File: src/hw/rtl/kbps_pkg.sv
// Shared types, constants and lookup functions for the bicycle pose integrator.
package kbps_pkg;

    // Heading constants in Q3.13 radians.
    localparam logic signed [17:0] PI_Q13      = 18'sd25736;
    localparam logic signed [17:0] HALF_PI_Q13 = 18'sd12868;
    localparam logic signed [17:0] TWO_PI_Q13  = 18'sd51472;

    // Steering limit in Q2.14 radians (1.4 rad).
    localparam logic signed [15:0] STEER_MAX = 16'sd22938;

    // Rotation engine constants in Q2.30.
    localparam logic signed [32:0] CORDIC_START = 33'sd652032874;
    localparam logic signed [32:0] ONE_Q30      = 33'sd1073741824;
    localparam logic signed [31:0] COS_FLOOR    = 32'sd67108864;

    // Number of micro-rotations per angle.
    localparam int unsigned CORDIC_STEPS = 16;

    // Cosine and sine pair from the rotation engine, Q2.30.
    typedef struct packed {
        logic signed [31:0] cos_q30;
        logic signed [31:0] sin_q30;
    } trig_t;

    // Arctangent of 2^-idx in Q16 radians, rounded to nearest.
    function automatic logic [16:0] atan_q16(input logic [3:0] idx);
        logic [16:0] val;
        case (idx)
            4'd0:    val = 17'd51472;
            4'd1:    val = 17'd30386;
            4'd2:    val = 17'd16055;
            4'd3:    val = 17'd8150;
            4'd4:    val = 17'd4091;
            4'd5:    val = 17'd2047;
            4'd6:    val = 17'd1024;
            4'd7:    val = 17'd512;
            4'd8:    val = 17'd256;
            4'd9:    val = 17'd128;
            4'd10:   val = 17'd64;
            4'd11:   val = 17'd32;
            4'd12:   val = 17'd16;
            4'd13:   val = 17'd8;
            4'd14:   val = 17'd4;
            default: val = 17'd2;
        endcase
        return val;
    endfunction

    // Limit a rotation result to plus or minus one.
    function automatic logic signed [31:0] clamp_unit(input logic signed [32:0] v);
        logic signed [31:0] res;
        if (v > ONE_Q30) begin
            res = ONE_Q30[31:0];
        end
        else if (v < -ONE_Q30) begin
            res = 32'(-ONE_Q30);
        end
        else begin
            res = v[31:0];
        end
        return res;
    endfunction

endpackage

File: src/hw/rtl/kinematic_bicycle_pose_step.sv
// Top level of the kinematic bicycle pose integrator with its register port.
// Each accepted beat (speed, steer) advances the pose by one Euler step and gives one
// result beat (pos_x, pos_y, heading). The work runs on three bit-serial units shared by
// a sequencer: a rotation engine (used twice), a shift-and-add multiplier (used three
// times) and a restoring divider (used twice, for the tangent and for the heading change).
// Each use is launched through a start register; after the last division come a wrap step
// and the result register, and only then is the sequencer back at rest for the next beat.
// The final step waits while a previous result beat is still stalled; a new
// input beat is taken as soon as the sequencer is back at rest. Registers are wheelbase
// at byte address 0 and time_step at byte address 4; write them only while idle.
module kinematic_bicycle_pose_step (
    input  logic               clk,
    input  logic               rst_n,
    input  logic               in_valid,
    output logic               in_stall,
    input  logic [15:0]        speed,
    input  logic signed [15:0] steer,
    output logic               out_valid,
    input  logic               out_stall,
    output logic signed [31:0] pos_x,
    output logic signed [31:0] pos_y,
    output logic signed [15:0] heading,
    input  logic               psel,
    input  logic               penable,
    input  logic               pwrite,
    input  logic [2:0]         paddr,
    input  logic [31:0]        pwdata,
    output logic [31:0]        prdata,
    output logic               pready
);
    import kbps_pkg::*;

    // Register indexes.
    localparam logic REG_WHEELBASE = 1'b0;
    localparam logic REG_TIME_STEP = 1'b1;

    typedef enum logic [3:0] {
        S_IDLE,
        S_TRIG_POSE,
        S_MUL_X,
        S_MUL_Y,
        S_TRIG_STEER,
        S_DIV_TAN,
        S_MUL_YAW,
        S_DIV_YAW,
        S_WRAP,
        S_DONE
    } state_t;

    state_t state_reg;

    logic [15:0]        wheelbase_reg;
    logic [15:0]        time_step_reg;
    logic signed [31:0] x_acc_reg;
    logic signed [31:0] y_acc_reg;
    logic signed [15:0] yaw_acc_reg;

    logic [31:0]        vdt_reg;
    logic [14:0]        steer_mag_reg;
    logic               neg_steer_reg;
    logic               neg_trig_reg;
    logic               sin_neg_reg;
    logic [15:0]        wb_eff_reg;
    logic [15:0]        mod_reg;

    logic               cordic_start_reg;
    logic signed [19:0] cordic_z_reg;
    logic               mul_start_reg;
    logic [31:0]        mul_b_reg;
    logic               div_start_reg;
    logic [63:0]        div_dividend_reg;
    logic [31:0]        div_divisor_reg;

    logic               out_valid_reg;
    logic signed [31:0] pos_x_reg;
    logic signed [31:0] pos_y_reg;
    logic signed [15:0] heading_reg;

    trig_t              trig;
    logic               cordic_done;
    logic [63:0]        mul_product;
    logic               mul_done;
    logic [63:0]        div_quotient;
    logic               div_q_bit;
    logic               div_q_valid;
    logic               div_done;

    logic               in_fire;
    logic               cfg_write;
    logic signed [15:0] steer_clamped;
    logic [14:0]        steer_abs;
    logic signed [19:0] yaw_ext;
    logic signed [19:0] yaw_shift;
    logic signed [19:0] z_pose;
    logic signed [31:0] cos_sel;
    logic signed [31:0] sin_sel;
    logic [31:0]        cos_abs;
    logic [31:0]        sin_abs;
    logic [63:0]        round_sum;
    logic [21:0]        step_mag;
    logic signed [32:0] x_sum;
    logic signed [32:0] y_sum;
    logic signed [31:0] x_sat;
    logic signed [31:0] y_sat;
    logic [31:0]        tan_num;
    logic [31:0]        tan_den;
    logic [63:0]        yaw_num;
    logic [16:0]        mod_trial;
    logic [15:0]        mod_next;
    logic signed [17:0] yaw_base;
    logic signed [17:0] yaw_t;
    logic signed [17:0] yaw_new;

    // Handshakes.
    assign in_stall  = (state_reg != S_IDLE);
    assign in_fire   = in_valid && !in_stall;
    assign cfg_write = psel && penable && pwrite && pready;
    assign pready    = 1'b1;

    // Register read data.
    always_comb
    begin
        unique case (paddr[2])
            REG_WHEELBASE: prdata = {16'd0, wheelbase_reg};
            REG_TIME_STEP: prdata = {16'd0, time_step_reg};
            default:       prdata = '0;
        endcase
    end

    // Steering clamp and the folded pose angle.
    always_comb
    begin
        if (steer > STEER_MAX) begin
            steer_clamped = STEER_MAX;
        end
        else if (steer < -STEER_MAX) begin
            steer_clamped = -STEER_MAX;
        end
        else begin
            steer_clamped = steer;
        end
        steer_abs = steer_clamped[15] ? 15'(-steer_clamped) : steer_clamped[14:0];

        yaw_ext = 20'(yaw_acc_reg);
        if (yaw_ext > 20'(HALF_PI_Q13)) begin
            yaw_shift = yaw_ext - 20'(PI_Q13);
        end
        else if (yaw_ext < -20'(HALF_PI_Q13)) begin
            yaw_shift = yaw_ext + 20'(PI_Q13);
        end
        else begin
            yaw_shift = yaw_ext;
        end
        z_pose = yaw_shift <<< 3;
    end

    // Rotation results with the half-turn fold undone, their magnitudes and the tangent operands.
    always_comb
    begin
        cos_sel = neg_trig_reg ? -trig.cos_q30 : trig.cos_q30;
        sin_sel = neg_trig_reg ? -trig.sin_q30 : trig.sin_q30;
        cos_abs = cos_sel[31] ? 32'(-cos_sel) : cos_sel;
        sin_abs = sin_sel[31] ? 32'(-sin_sel) : sin_sel;
        tan_num = trig.sin_q30[31] ? 32'd0 : trig.sin_q30;
        tan_den = (trig.cos_q30 < COS_FLOOR) ? COS_FLOOR : trig.cos_q30;
    end

    // Position step rounding and saturating accumulation.
    always_comb
    begin
        round_sum = mul_product + (64'd1 << 41);
        step_mag  = round_sum[63:42];
        x_sum = 33'(x_acc_reg) + (neg_trig_reg ? -33'(step_mag) : 33'(step_mag));
        y_sum = 33'(y_acc_reg) + (sin_neg_reg ? -33'(step_mag) : 33'(step_mag));
        if (x_sum[32] != x_sum[31]) begin
            x_sat = x_sum[32] ? 32'sh8000_0000 : 32'sh7FFF_FFFF;
        end
        else begin
            x_sat = x_sum[31:0];
        end
        if (y_sum[32] != y_sum[31]) begin
            y_sat = y_sum[32] ? 32'sh8000_0000 : 32'sh7FFF_FFFF;
        end
        else begin
            y_sat = y_sum[31:0];
        end
    end

    // Heading change: rounded dividend, running remainder of the quotient, wrap.
    always_comb
    begin
        yaw_num   = mul_product + {30'd0, wb_eff_reg, 18'd0};
        mod_trial = {mod_reg, div_q_bit};
        if (mod_trial >= 17'(TWO_PI_Q13)) begin
            mod_next = 16'(mod_trial - 17'(TWO_PI_Q13));
        end
        else begin
            mod_next = mod_trial[15:0];
        end
        yaw_base = 18'(yaw_acc_reg) + PI_Q13;
        if (neg_steer_reg) begin
            yaw_t = yaw_base - signed'({2'b00, mod_reg});
            if (yaw_t < 0) begin
                yaw_t = yaw_t + TWO_PI_Q13;
            end
        end
        else begin
            yaw_t = yaw_base + signed'({2'b00, mod_reg});
            if (yaw_t >= TWO_PI_Q13) begin
                yaw_t = yaw_t - TWO_PI_Q13;
            end
        end
        yaw_new = yaw_t - PI_Q13;
    end

    // Sequencer, pose state and result register.
    always_ff @(posedge clk or negedge rst_n)
    begin
        if (!rst_n) begin
            state_reg        <= S_IDLE;
            wheelbase_reg    <= 16'd1229;
            time_step_reg    <= 16'd1311;
            x_acc_reg        <= '0;
            y_acc_reg        <= '0;
            yaw_acc_reg      <= '0;
            vdt_reg          <= '0;
            steer_mag_reg    <= '0;
            neg_steer_reg    <= 1'b0;
            neg_trig_reg     <= 1'b0;
            sin_neg_reg      <= 1'b0;
            wb_eff_reg       <= 16'd1;
            mod_reg          <= '0;
            cordic_start_reg <= 1'b0;
            cordic_z_reg     <= '0;
            mul_start_reg    <= 1'b0;
            mul_b_reg        <= '0;
            div_start_reg    <= 1'b0;
            div_dividend_reg <= '0;
            div_divisor_reg  <= '0;
            out_valid_reg    <= 1'b0;
            pos_x_reg        <= '0;
            pos_y_reg        <= '0;
            heading_reg      <= '0;
        end
        else begin
            cordic_start_reg <= 1'b0;
            mul_start_reg    <= 1'b0;
            div_start_reg    <= 1'b0;

            if (cfg_write) begin
                unique case (paddr[2])
                    REG_WHEELBASE: wheelbase_reg <= pwdata[15:0];
                    REG_TIME_STEP: time_step_reg <= pwdata[15:0];
                    default:       wheelbase_reg <= wheelbase_reg;
                endcase
            end

            // A taken result beat clears the output unless a new one replaces it.
            if (out_valid_reg && !out_stall && state_reg != S_DONE) begin
                out_valid_reg <= 1'b0;
            end

            unique case (state_reg)
                S_IDLE:
                begin
                    if (in_fire) begin
                        vdt_reg          <= 32'(speed) * 32'(time_step_reg);
                        steer_mag_reg    <= steer_abs;
                        neg_steer_reg    <= steer_clamped[15];
                        neg_trig_reg     <= (yaw_ext > 20'(HALF_PI_Q13)) ||
                                            (yaw_ext < -20'(HALF_PI_Q13));
                        wb_eff_reg       <= (wheelbase_reg == 16'd0) ? 16'd1 : wheelbase_reg;
                        cordic_z_reg     <= z_pose;
                        cordic_start_reg <= 1'b1;
                        state_reg        <= S_TRIG_POSE;
                    end
                end
                S_TRIG_POSE:
                begin
                    if (cordic_done) begin
                        // Keep the signs; neg_trig_reg now holds the cosine sign.
                        // The sine magnitude waits in the divisor register for the y pass.
                        neg_trig_reg    <= cos_sel[31];
                        sin_neg_reg     <= sin_sel[31];
                        mul_b_reg       <= cos_abs;
                        div_divisor_reg <= sin_abs;
                        mul_start_reg   <= 1'b1;
                        state_reg       <= S_MUL_X;
                    end
                end
                S_MUL_X:
                begin
                    if (mul_done) begin
                        x_acc_reg     <= x_sat;
                        mul_b_reg     <= div_divisor_reg;
                        mul_start_reg <= 1'b1;
                        state_reg     <= S_MUL_Y;
                    end
                end
                S_MUL_Y:
                begin
                    if (mul_done) begin
                        y_acc_reg        <= y_sat;
                        cordic_z_reg     <= signed'({3'b000, steer_mag_reg, 2'b00});
                        cordic_start_reg <= 1'b1;
                        state_reg        <= S_TRIG_STEER;
                    end
                end
                S_TRIG_STEER:
                begin
                    if (cordic_done) begin
                        div_dividend_reg <= {16'd0, tan_num, 16'd0};
                        div_divisor_reg  <= tan_den;
                        div_start_reg    <= 1'b1;
                        state_reg        <= S_DIV_TAN;
                    end
                end
                S_DIV_TAN:
                begin
                    if (div_done) begin
                        mul_b_reg     <= {11'd0, div_quotient[20:0]};
                        mul_start_reg <= 1'b1;
                        state_reg     <= S_MUL_YAW;
                    end
                end
                S_MUL_YAW:
                begin
                    if (mul_done) begin
                        div_dividend_reg <= {19'd0, yaw_num[63:19]};
                        div_divisor_reg  <= {16'd0, wb_eff_reg};
                        div_start_reg    <= 1'b1;
                        mod_reg          <= '0;
                        state_reg        <= S_DIV_YAW;
                    end
                end
                S_DIV_YAW:
                begin
                    if (div_q_valid) begin
                        mod_reg <= mod_next;
                    end
                    if (div_done) begin
                        state_reg <= S_WRAP;
                    end
                end
                S_WRAP:
                begin
                    yaw_acc_reg <= yaw_new[15:0];
                    state_reg   <= S_DONE;
                end
                S_DONE:
                begin
                    if (!out_valid_reg || !out_stall) begin
                        out_valid_reg <= 1'b1;
                        pos_x_reg     <= x_acc_reg;
                        pos_y_reg     <= y_acc_reg;
                        heading_reg   <= yaw_acc_reg;
                        state_reg     <= S_IDLE;
                    end
                end
                default:
                begin
                    state_reg <= S_IDLE;
                end
            endcase
        end
    end

    kbps_cordic u_cordic (
        .clk   (clk),
        .rst_n (rst_n),
        .start (cordic_start_reg),
        .z_in  (cordic_z_reg),
        .trig  (trig),
        .done  (cordic_done)
    );

    kbps_serial_mul u_mul (
        .clk     (clk),
        .rst_n   (rst_n),
        .start   (mul_start_reg),
        .a       (vdt_reg),
        .b       (mul_b_reg),
        .product (mul_product),
        .done    (mul_done)
    );

    kbps_serial_div u_div (
        .clk      (clk),
        .rst_n    (rst_n),
        .start    (div_start_reg),
        .dividend (div_dividend_reg),
        .divisor  (div_divisor_reg),
        .quotient (div_quotient),
        .q_bit    (div_q_bit),
        .q_valid  (div_q_valid),
        .done     (div_done)
    );

    assign out_valid = out_valid_reg;
    assign pos_x     = pos_x_reg;
    assign pos_y     = pos_y_reg;
    assign heading   = heading_reg;

`ifndef SYNTHESIS
    // An accepted beat keeps the sequencer busy in the next cycle.
    a_busy_after_accept: assert property (@(posedge clk) disable iff (!rst_n)
        in_fire |=> in_stall)
        else $error("input taken while the sequencer is at rest after an accept");

    // The stored heading always lies in the wrapped range.
    a_yaw_range: assert property (@(posedge clk) disable iff (!rst_n)
        (yaw_acc_reg >= -16'sd25736) && (yaw_acc_reg <= 16'sd25735))
        else $error("heading state outside the wrapped range");

    // A result beat only appears after the wrap step has finished.
    a_result_from_done: assert property (@(posedge clk) disable iff (!rst_n)
        $rose(out_valid_reg) |-> $past(state_reg == S_DONE))
        else $error("result beat raised outside the final step");
`endif

endmodule

File: src/hw/rtl/kbps_cordic.sv
// Iterative rotation engine: one micro-rotation per cycle, gives cosine and sine.
module kbps_cordic (
    input  logic                 clk,
    input  logic                 rst_n,
    input  logic                 start,
    input  logic signed [19:0]   z_in,
    output kbps_pkg::trig_t      trig,
    output logic                 done
);
    import kbps_pkg::*;

    logic signed [32:0] x_reg;
    logic signed [32:0] y_reg;
    logic signed [19:0] z_reg;
    logic [3:0]         idx_reg;
    logic               busy_reg;
    logic               done_reg;

    logic signed [32:0] dx;
    logic signed [32:0] dy;
    logic signed [19:0] ang;

    // Shifted cross terms and the angle of this step.
    always_comb
    begin
        dx  = y_reg >>> idx_reg;
        dy  = x_reg >>> idx_reg;
        ang = signed'({3'b000, atan_q16(idx_reg)});
    end

    // Step counter and completion pulse.
    always_ff @(posedge clk or negedge rst_n)
    begin
        if (!rst_n) begin
            idx_reg  <= '0;
            busy_reg <= 1'b0;
            done_reg <= 1'b0;
        end
        else begin
            done_reg <= 1'b0;
            if (start) begin
                idx_reg  <= '0;
                busy_reg <= 1'b1;
            end
            else if (busy_reg) begin
                idx_reg <= idx_reg + 4'd1;
                if (idx_reg == 4'(CORDIC_STEPS - 1)) begin
                    busy_reg <= 1'b0;
                    done_reg <= 1'b1;
                end
            end
        end
    end

    // Vector and residual angle.
    always_ff @(posedge clk)
    begin
        if (start) begin
            x_reg <= CORDIC_START;
            y_reg <= '0;
            z_reg <= z_in;
        end
        else if (busy_reg) begin
            if (z_reg >= 0) begin
                x_reg <= x_reg - dx;
                y_reg <= y_reg + dy;
                z_reg <= z_reg - ang;
            end
            else begin
                x_reg <= x_reg + dx;
                y_reg <= y_reg - dy;
                z_reg <= z_reg + ang;
            end
        end
    end

    assign trig.cos_q30 = clamp_unit(x_reg);
    assign trig.sin_q30 = clamp_unit(y_reg);
    assign done         = done_reg;

endmodule

File: src/hw/rtl/kbps_serial_mul.sv
// Bit-serial shift-and-add multiplier, 32 by 32 bits, one multiplier bit per cycle.
module kbps_serial_mul (
    input  logic        clk,
    input  logic        rst_n,
    input  logic        start,
    input  logic [31:0] a,
    input  logic [31:0] b,
    output logic [63:0] product,
    output logic        done
);
    import kbps_pkg::*;

    logic [63:0] prod_reg;
    logic [31:0] a_reg;
    logic [4:0]  cnt_reg;
    logic        busy_reg;
    logic        done_reg;
    logic [32:0] part_sum;

    // Add the multiplicand into the upper half when the low bit is set.
    always_comb
    begin
        part_sum = {1'b0, prod_reg[63:32]} + (prod_reg[0] ? {1'b0, a_reg} : 33'd0);
    end

    // Bit counter and completion pulse.
    always_ff @(posedge clk or negedge rst_n)
    begin
        if (!rst_n) begin
            cnt_reg  <= '0;
            busy_reg <= 1'b0;
            done_reg <= 1'b0;
        end
        else begin
            done_reg <= 1'b0;
            if (start) begin
                cnt_reg  <= '0;
                busy_reg <= 1'b1;
            end
            else if (busy_reg) begin
                cnt_reg <= cnt_reg + 5'd1;
                if (cnt_reg == 5'd31) begin
                    busy_reg <= 1'b0;
                    done_reg <= 1'b1;
                end
            end
        end
    end

    // Partial product shifts right one place per step.
    always_ff @(posedge clk)
    begin
        if (start) begin
            a_reg    <= a;
            prod_reg <= {32'd0, b};
        end
        else if (busy_reg) begin
            prod_reg <= {part_sum, prod_reg[31:1]};
        end
    end

    assign product = prod_reg;
    assign done    = done_reg;

endmodule

File: src/hw/rtl/kbps_serial_div.sv
// Restoring divider, 64-bit dividend by 32-bit divisor, one quotient bit per cycle.
module kbps_serial_div (
    input  logic        clk,
    input  logic        rst_n,
    input  logic        start,
    input  logic [63:0] dividend,
    input  logic [31:0] divisor,
    output logic [63:0] quotient,
    output logic        q_bit,
    output logic        q_valid,
    output logic        done
);
    import kbps_pkg::*;

    logic [63:0] num_reg;
    logic [63:0] quo_reg;
    logic [31:0] rem_reg;
    logic [31:0] div_reg;
    logic [5:0]  cnt_reg;
    logic        busy_reg;
    logic        done_reg;
    logic        qbit_reg;
    logic        qvalid_reg;

    logic [32:0] trial;
    logic [32:0] diff;
    logic        fits;

    // Bring down the next dividend bit and try the subtraction.
    always_comb
    begin
        trial = {rem_reg, num_reg[63]};
        diff  = trial - {1'b0, div_reg};
        fits  = (trial >= {1'b0, div_reg});
    end

    // Step counter and per-bit strobes.
    always_ff @(posedge clk or negedge rst_n)
    begin
        if (!rst_n) begin
            cnt_reg    <= '0;
            busy_reg   <= 1'b0;
            done_reg   <= 1'b0;
            qvalid_reg <= 1'b0;
        end
        else begin
            done_reg   <= 1'b0;
            qvalid_reg <= 1'b0;
            if (start) begin
                cnt_reg  <= '0;
                busy_reg <= 1'b1;
            end
            else if (busy_reg) begin
                cnt_reg    <= cnt_reg + 6'd1;
                qvalid_reg <= 1'b1;
                if (cnt_reg == 6'd63) begin
                    busy_reg <= 1'b0;
                    done_reg <= 1'b1;
                end
            end
        end
    end

    // Remainder, dividend and quotient shift registers.
    always_ff @(posedge clk)
    begin
        if (start) begin
            num_reg <= dividend;
            div_reg <= divisor;
            rem_reg <= '0;
            quo_reg <= '0;
        end
        else if (busy_reg) begin
            num_reg  <= {num_reg[62:0], 1'b0};
            rem_reg  <= fits ? diff[31:0] : trial[31:0];
            quo_reg  <= {quo_reg[62:0], fits};
            qbit_reg <= fits;
        end
    end

    assign quotient = quo_reg;
    assign q_bit    = qbit_reg;
    assign q_valid  = qvalid_reg;
    assign done     = done_reg;

endmodule

File: config.mk
export PLATFORM = sky130hd
export DESIGN_NAME = kinematic_bicycle_pose_step
export DESIGN_NICKNAME = d
export VERILOG_FILES = /design/src/hw/rtl/kbps_pkg.sv /design/src/hw/rtl/kinematic_bicycle_pose_step.sv /design/src/hw/rtl/kbps_cordic.sv /design/src/hw/rtl/kbps_serial_mul.sv /design/src/hw/rtl/kbps_serial_div.sv
export SDC_FILE = /design/constraint.sdc
export NUM_CORES = 2
export LEC_CHECK = 0
export BUFFER_PORTS_ARGS = -buffer_cell sky130_fd_sc_hd__buf_2
export CORE_MARGIN = 2
export CORE_UTILIZATION = 45
export DETAILED_ROUTE_END_ITERATION = 10
export PLACE_DENSITY = 0.6
export SKIP_CTS_REPAIR_TIMING = 1
export SLEW_MARGIN = 20
export SYNTH_ARGS = -nofsm -noshare
export SYNTH_HDL_FRONTEND = slang
export SYNTH_SLANG_ARGS = --single-unit
File: constraint.sdc
create_clock -name clk -period 19 [get_ports clk]
set_input_delay 2.85 -clock clk [delete_from_list [all_inputs] [get_ports clk]]
set_output_delay 2.85 -clock clk [all_outputs]
set_load 0.02 [all_outputs]
==> reports/summary.txt <==
OUTCOME
--------------------------------------------------------------------------------------------------
Outcome                                                                               finished clean

CELLS AND AREA
--------------------------------------------------------------------------------------------------
Fraction of layout instances using a drive strength above 1                                  0.116
Area growth from synthesis to final layout                                                   8.71%
Layout net count                                                                              7828

DRT
--------------------------------------------------------------------------------------------------
Final WL                                                                                 192000 um
DRC violations left                                                                              0
Routed Antenna Nets                                                                              0
Detailed-route wire length per cell                                                        21.0 um
Total vias in the final route                                                                53016
Number of search-and-repair iterations in the first detailed-routing pass                        6
Count of routing violations after the opening detailed-route iteration                        4456
Avg Vias per Cell                                                                             5.81

LOGIC SYNTHESIS
--------------------------------------------------------------------------------------------------
Synthesized instance count                                                                    7228
Synth Register Bits                                                                            765
Largest cells by area after synthesis                                                 dfrtp_1 (16%), edfxtp_1 (8.5%), ha_1 (7.7%)
Cell area after technology mapping                                                     64000 sq um
Synthesis warning total                                                                          0
Proportion of register bits with asynchronous set or reset after synthesis                   0.566
Number of enable-type register cells in the synthesized netlist                                181
Leading cell types by count after synthesis                                           nand2_1 (772), nor2_1 (641), o21ai_0 (475), inv_1 (420), dfrtp_1 (419)
Yosys top cell by area                                                                     dfrtp_1
Share of synthesized area occupied by flip-flops and latches                                 0.302
Most numerous cell in the Yosys netlist                                                    nand2_1
Post-synth top flop                                                                        dfrtp_1
Average footprint of a synthesized cell                                                 8.85 sq um
Area share of the leading cell type in the synthesized netlist                               0.164
Unique masters post-synth                                                                      105

JOB
--------------------------------------------------------------------------------------------------
Number of maximum-capacitance violations                                                         0

FLOORPLAN
--------------------------------------------------------------------------------------------------
I/O pins                                                                                       189
Vertical die dimension                                                                      381 um
Total core area                                                                       141000 sq um
Die width                                                                                   381 um
Number of core rows                                                                            138
Die footprint                                                                         145000 sq um
Initial core utilization                                                                     0.453

PWR
--------------------------------------------------------------------------------------------------
Reg power frac                                                                               0.231
Total net switching power                                                                  3.09 mW
Leak pwr                                                                                   29.7 nW
Share of power burned in combinational logic                                                 0.522
Cell area power density                                                                109 nW/um^2
Maximum ir drop on the vdd rail                                                           0.313 mV
Switching Share                                                                              0.406
Share of power burned in the clock network                                                   0.247
Internal                                                                                   4.52 mW
Overall power                                                                              7.62 mW

SETUP PATH
--------------------------------------------------------------------------------------------------
Category of the critical setup timing path                                                  in2reg
Slowest Stage Delay on Critical Path                                                       0.87 ns
Signal arrival time at the worst endpoint                                                  9.21 ns
Startpoint of the worst register-to-register path                                     u_mul.product[41]$_SDFFE_PP0P_
Critical register-to-register path endpoint                                           y_acc_reg[8]$_DFFE_PN0P_
Critical-path maximum fanout                                                                    16
Type of element launching the critical path                                           primary input
Top cell family by delay on the critical path                                          adder cells
CP dominant cell by count                                                                    inv_1
Cell with the largest stage delay on the worst path                                      a2111oi_0
CP Data Required Time                                                                     19.57 ns
Worst Reg2Reg Path Length in Cells                                                              28
R2r setup slk                                                                             10.81 ns
Combined buffer and inverter count along the critical path                                       7
Category of the worst setup path capture point                                            register

GLOBAL ROUTING
--------------------------------------------------------------------------------------------------
First-pass GRT wire length                                                               298000 um
Largest net degree at the start of global routing                                              150
Overall fraction of global-route tracks in use                                               0.258
Number of global-route vias before repair                                                    50870
Initial antenna violation count                                                                  7
Overflow left after global routing                                                               0

STA
--------------------------------------------------------------------------------------------------
Worst relative slew slack                                                                    0.250
Setup repair after global routing missed its margin                                          false
Worst-case clock skew                                                                    0.0513 ns
Count of pins over their slew limit                                                              0
Crit share post-route                                                                        0.455
Hold Fails Final Rpt                                                                             0
Setup TNS                                                                                     0 ns
Tightest Pin Transition                                                                    1.12 ns
Highest clock frequency the design can meet                                                116 MHz
Final setup vio count                                                                            0
Shortest period the worst path allows                                                      8.64 ns
PnR worst setup slack                                                                     10.36 ns

CLOCK TREE
--------------------------------------------------------------------------------------------------
Count of H-tree levels built during CTS                                                          3
CTS Root Buffer Type                                                                     clkbuf_16
Clock transition time at the flip-flop clock pins of the worst setup and hold paths        0.06 ns
Clk buf depth                                                                                    3
Number of buffers created by CTS                                                                90
Clk_lat worst skew                                                                         0.72 ns
TritonCTS clock tree                                                                           yes
Clk sinks                                                                                      765

PLACEMENT
--------------------------------------------------------------------------------------------------
Place WS                                                                                   9.67 ns
IO buf count                                                                                   153
GP Congestion                                                                                0.926
Sum of net half-perimeters after detailed placement                                      142000 um

WORST HOLD PATH
--------------------------------------------------------------------------------------------------
Hold path endpoint                                                                    u_mul.a_reg[2]$_DFFE_PP_
Startpoint of the worst hold path                                                     vdt_reg[2]$_DFFE_PN0P_
Cells on Worst Hold Path                                                                         0
Class of the worst hold path                                                               reg2reg

cells by family (layout without fill, tap and decap cells):
kind of cell	after synthesis	after routing	synth area share
AND/OR/NAND/NOR	2320	2320	0.170
AO/OA/AOI/OAI	1641	1641	0.163
buffers and inverters	849	838	0.0514
flip-flops	765	765	0.302
adder cells (fa/ha/maj)	624	624	0.145
XOR/XNOR	547	547	0.0749
multiplexers	480	480	0.0940
other	2	18	0.000117
power groups by stage:
stage | logic (mW) | clock network, mW | registers [mW]
global placement | 3.94 | 0 | 1.79
floorplan | 3.11 | 0 | 1.73
finish | 3.97 | 1.88 | 1.76
detailed placement | 3.96 | 0 | 1.79
CTS | 4.00 | 1.93 | 1.75
global route | 4.55 | 1.99 | 1.76
cells in the final DEF (no fill, tap or decap), types with 240 or more instances in the layout:
master,n
ha_1,396
mux2_2,257
o21ai_0,475
inv_1,418
nor2_1,638
dfrtp_1,408
xnor2_1,306
a21oi_1,399
xor2_1,240
nand2_1,768
final cells by class:
cell class	count	area, sq um
inverters	422	1580
multi-input cells	5629	41600
repair buffers	246	1510
clock buffers	117	2510
fillers	13440	71800
flip-flops and latches	765	19300
well taps	1890	2360
diodes	1	2.50
clock inverters	53	703
through the flow:
stage	util	cells	cell area [sq um]	hold slack, ns
floorplan	-	7243	64000	0.419
global placement	0.469	8951	66300	0.428
detailed placement	0.469	8951	66300	0.430
CTS	0.492	9121	69500	0.444
global route	0.492	9122	69600	0.453
finish	0.492	9123	69600	0.443
worst max-delay path by stage:
stage	from	endpoint	slack (ns)	depth (start not counted)
6_report	speed[1]	vdt_reg[31]$_DFFE_PN0P_	10.36	26
5_1_grt	speed[1]	vdt_reg[31]$_DFFE_PN0P_	9.93	26
4_1_cts	speed[1]	vdt_reg[31]$_DFFE_PN0P_	10.40	26
3_5_place_dp	speed[1]	vdt_reg[31]$_DFFE_PN0P_	9.67	26
3_3_place_gp	speed[1]	vdt_reg[31]$_DFFE_PN0P_	9.77	26
2_1_floorplan	speed[6]	vdt_reg[31]$_DFFE_PN0P_	10.51	23
layer usage:
layer	routed length, um	up-vias	track usage
met5	27	-	0
li1	-	25268	-
met4	5580	4	0.0819
met3	13200	305	0.0411
met2	86000	1620	0.406
met1	86900	25819	0.362
Power figures use the tool's default switching activity.
